File: src/tcc_pkg.sv
// shared types and constants of the text console cursor engine
// no dependencies; imported by the top level and tcc_sweep
`timescale 1ns / 1ps

package tcc_pkg;

    localparam int CMD_W  = 2;
    localparam int CHAR_W = 8;
    localparam int NIB_W  = 4;
    localparam int IDX_W  = 11;
    localparam int LOC_W  = 11;
    localparam int CELL_W = 16;

    // command codes
    localparam logic [CMD_W-1:0] CMD_PUT   = 2'd0;
    localparam logic [CMD_W-1:0] CMD_CLEAR = 2'd1;
    localparam logic [CMD_W-1:0] CMD_READ  = 2'd2;

    // character codes
    localparam logic [CHAR_W-1:0] CH_BS       = 8'h08;
    localparam logic [CHAR_W-1:0] CH_TAB      = 8'h09;
    localparam logic [CHAR_W-1:0] CH_LF       = 8'h0A;
    localparam logic [CHAR_W-1:0] CH_CR       = 8'h0D;
    localparam logic [CHAR_W-1:0] CH_PRINT_LO = 8'h20;
    localparam logic [CHAR_W-1:0] CH_PRINT_HI = 8'h7F;

    localparam logic [CELL_W-1:0] BLANK_CELL = 16'h0520;

    typedef enum logic [2:0] {
        ST_INIT,
        ST_IDLE,
        ST_EXEC,
        ST_RDWAIT,
        ST_CRD,
        ST_CWR,
        ST_BLANK,
        ST_DONE
    } state_t;

    // controls for the address sweep unit
    typedef struct packed {
        logic load;
        logic step;
        logic row_ofs;
    } sweep_ctrl_t;

endpackage

File: src/tcc_sweep.sv
// address sweep unit: cell counter, end mark and one shared adder
// depends on tcc_pkg for the control struct
`timescale 1ns / 1ps

module tcc_sweep #(
    parameter int ADDR_W  = 11,
    parameter int COLUMNS = 80
) (
    input  logic                 clk,
    input  logic                 rst_n,
    input  tcc_pkg::sweep_ctrl_t ctrl,
    input  logic [ADDR_W-1:0]    load_addr,
    input  logic [ADDR_W-1:0]    last_addr,
    output logic [ADDR_W-1:0]    cnt,
    output logic [ADDR_W-1:0]    sum,
    output logic                 last
);

    import tcc_pkg::*;

    logic [ADDR_W-1:0] cnt_reg;
    logic [ADDR_W-1:0] last_reg;

    // one adder: next cell, or the cell one row below
    assign sum  = cnt_reg + (ctrl.row_ofs ? ADDR_W'(COLUMNS) : ADDR_W'(1));
    assign cnt  = cnt_reg;
    assign last = (cnt_reg == last_reg);

    always_ff @(posedge clk or negedge rst_n)
    begin
        if (!rst_n)
        begin
            cnt_reg  <= '0;
            last_reg <= ADDR_W'(0) - ADDR_W'(1);
        end
        else if (ctrl.load)
        begin
            cnt_reg  <= load_addr;
            last_reg <= last_addr;
        end
        else if (ctrl.step)
        begin
            cnt_reg <= sum;
        end
    end

endmodule
File: config.mk
export PLATFORM = sky130hd
export DESIGN_NAME = tcc_sweep
export DESIGN_NICKNAME = d
export VERILOG_FILES = /design/src/tcc_pkg.sv /design/src/tcc_sweep.sv
export SDC_FILE = /design/constraint.sdc
export NUM_CORES = 1
export LEC_CHECK = 0
export BUFFER_PORTS_ARGS = -buffer_cell sky130_fd_sc_hd__buf_2
export CORE_MARGIN = 2
export CORE_UTILIZATION = 30
export CTS_CLUSTER_SIZE = 10
export DETAILED_ROUTE_END_ITERATION = 10
export PLACE_DENSITY = 0.65
export SLEW_MARGIN = 25
export SYNTH_ARGS = -nofsm -noshare
export SYNTH_HDL_FRONTEND = slang
export SYNTH_SLANG_ARGS = --single-unit
File: constraint.sdc
create_clock -name clk -period 1.6 [get_ports clk]
set_input_delay 0.16 -clock clk [delete_from_list [all_inputs] [get_ports clk]]
set_output_delay 0.16 -clock clk [all_outputs]
set_load 0.02 [all_outputs]
==> summary.txt <==
Cells and area
  • Finished Layout Cells: around 250
  • Final Cell Area: around 2100 sq um
  • Fin nets: roughly 230
  • Ratio of cells with drive above 1 in the final layout: ~64%
  • Layout area overhead: 56.1%
  • Diode count: 0

STA
  • Setup WS post-layout: -0.412 ns
  • Setup TNS: -2.24 ns
  • Minimum clock period: 2.01 ns
  • Achievable frequency: just under 0.5 GHz
  • Final Hold Violating Endpoints: 0
  • Final setup fails: 10
  • Slew Limit Fails: 0
  • Worst clock skew: around 0.0037 ns
  • Final Cycle Share: 126%
  • Hold_ws: ~0.095 ns
  • Worst slew pin tran: approximately 0.54 ns
  • RSZ-0062 raised after global routing: true
  • Max-Slew Margin vs Limit: between 60% and 70%

Clock network
  • Clk Latency, worst-skew pair: 0.27 ns
  • Clock transition at the registers of the reported paths: roughly 0.080 ns
  • Cts bufs inserted: 3
  • H-tree lvl count: 1
  • Clock sink count: 22
  • Root buffer cell: clkbuf_8
  • CTS tree: built
  • CTS Buffer Depth: 2

Power
  • Clk pwr share: between 20% and 30%
  • Pleak: 0.958 nW
  • VDD IR max: about 530 uV
  • Cell Int Power: 1.31 mW
  • Seq pwr share: a little over a third
  • Combinational Power Share: between 40 and 50%
  • Net Sw Frac: 34.3%
  • P_sw: just under 0.7 mW
  • Pwr per Cell Area: 929 nW/um^2

Setup path
  • Data arrival, critical path: around 1.9 ns
  • Cell repeated most along the worst path: ha_4
  • Slowest cell delay on critical path: approximately 0.43 ns
  • Crit path max fanout: 5
  • Startpoint types: register
  • Worst R2R Path Depth: 7
  • Critical path's slowest cell: dfrtp_2
  • CP Class: register to output port
  • Crit end category: output port
  • CP Cell Sequence: ha_4 -> ha_4 -> a41o_4 -> o211ai_1 -> xnor2_2 -> buf_4
  • WP data required: 1.44 ns

Logic synthesis
  • Number of synthesized flops with an enable pin: 0
  • Ys async rst share: 100%
  • Synth cell types: 30
  • Sequential cell area fraction in the yosys report: 41.1%
  • Post-synth top area share: a little over a fifth
  • Cell Area, Synth: about 1400 sq um
  • Syn Nets: around 160
  • List of most frequent post-synthesis cells: xnor2_1, dfrtp_1, dfstp_2, mux2_2, nand2_1
  • Synth Flop Type: dfstp_2
  • Synth Register Bits: 22
  • Synth top area cells: dfstp_2, dfrtp_1, xnor2_1
  • Cell with the most instances after synthesis: xnor2_1
  • Yosys top cell by area: dfstp_2
  • Syn_area_per_cell: between 10 and 15 sq um
  • Mapped Cells: 131
  • Syn. warnings: 0

Run status
  • Outcome: complete, but fails checks
  • Failing checks: setup timing

Die
  • Width of the die: 71.6 microns
  • Core Region: 4380 sq um
  • Die area: a little over 5000 sq um
  • Effective utilization at floorplan: ~31%
  • Core Rows: 24
  • IO Pins: 50
  • Die H: approximately 70 microns

Place
  • Hpwl dp: 2860 microns
  • Area after DPL: approximately 1900 sq um
  • Inst Count DP: 241
  • Setup WS pre-CTS: -0.152 ns
  • Port Buf Inserts: between 40 and 50
  • Routability Congestion: 0.836

Route
  • Post-Route WL: roughly 3800 microns
  • DRT iter0 DRCs: 30
  • DR pass1 iterations: 4
  • Residual DRC count: 0
  • Number of nets with antenna violations after routing: 0
  • Via Count: 1225
  • DR vias/cell: 4.86
  • Routed wire length per instance: 15.0 microns

Global routing
  • Vias in the first global route: ~1200
  • Initial antenna violation count: 0
  • Gr usage total: between 10% and 20%
  • First-pass GRT wire length: between 6000 and 7000 microns
  • Largest net degree at the start of global routing: 23
  • Global route overflow: 0

Worst hold path
  • Tightest Hold Check Type: input port to register
  • Cell count of the worst hold path: 3

Job
  • Max_cap viols: 0
[kinds of logic (layout without fill, tap and decap cells)]
logic type                 count (synthesis)  after routing  synth area share [%]
muxes                                     14             14                  11.2
AOI/OAI and AO/OA                         22             22                  11.7
xor gates and xnor gates                  24             24                  15.3
and+or+nand+nor                           32             32                  12.0
adders and majority gates                  4              4                  3.65
DFF                                       22             22                  41.1
buffers and inverters                     13             82                  5.02
[worst paths after layout]
kind / startpoint / to / slack [ns]
max: cnt[0] / sum[10] / -0.41
min: load_addr[10] / cnt[10] / 0.1
max reg2reg: cnt[6] / cnt[9] / -0.18
min reg2reg: last_reg[9] / last_reg[9] / 0.63
max in group asynchronous: rst_n / cnt[6] / 0.79
min in group asynchronous: rst_n / cnt[10] / 0.42
[final cells by class]
class / count / area (sq um)
well taps: 52 / 65.1
clock buffers: 4 / 55.1
multi-input cells: 96 / 945
flip-flops and latches: 22 / 568
fillers: 412 / 2240
inverters: 4 / 15.0
repair buffers: 74 / 493
[timing repair]
item,4_1_cts,5_1_grt
pin swaps,12,5
hold buffers,1,0
endpoints found under the setup margin,12,16
gates cloned,0,0
hold endpoints to repair,11,0
resized for setup,19,15
setup buffers,7,1
[cell usage in the layout (no fill, tap or decap), types with 6 or more instances in the layout]
cell,n
buf_2,41
buf_4,22
buf_6,10
dfrtp_1,8
dfstp_2,11
mux2_2,11
nand2_1,9
o21ai_0,8
xnor2_1,9
xnor2_2,6
[metrics by stage]
stage	power, mW	util [%]
floorplan	1.19	-
global placement	1.43	42.9
detailed placement	1.44	42.9
CTS	1.96	47.4
global route	2.10	48.8
finish	1.99	48.8
[metal layers]
| metal | wire length (microns) | GRT usage (%) | vias to the layer above |
|---|---|---|---|
| met5 | 0 | 0 | - |
| met4 | 33 | 5.24 | 0 |
| met3 | 209 | 1.83 | 4 |
| met2 | 1810 | 24.9 | 42 |
| met1 | 1730 | 21.3 | 577 |
| li1 | - | - | 602 |
[critical path, delay by kind of cell (launching register included)]
family	cells	cell delay (ns)
flops	1	0.43
compound gates	2	0.49
xor+xnor	1	0.17
buf+inv	1	0.17
fa+ha+maj	2	0.32
[power by group through the flow]
stage | Sequential, mW | Combinational [mW] | Clock (mW)
after floorplan | 0.751 | 0.439 | 0
after global placement | 0.715 | 0.717 | 0
after detailed placement | 0.720 | 0.724 | 0
after CTS | 0.716 | 0.821 | 0.420
after global routing | 0.723 | 0.930 | 0.447
final | 0.714 | 0.868 | 0.408
No activity file was read; power rests on OpenSTA's default activity.
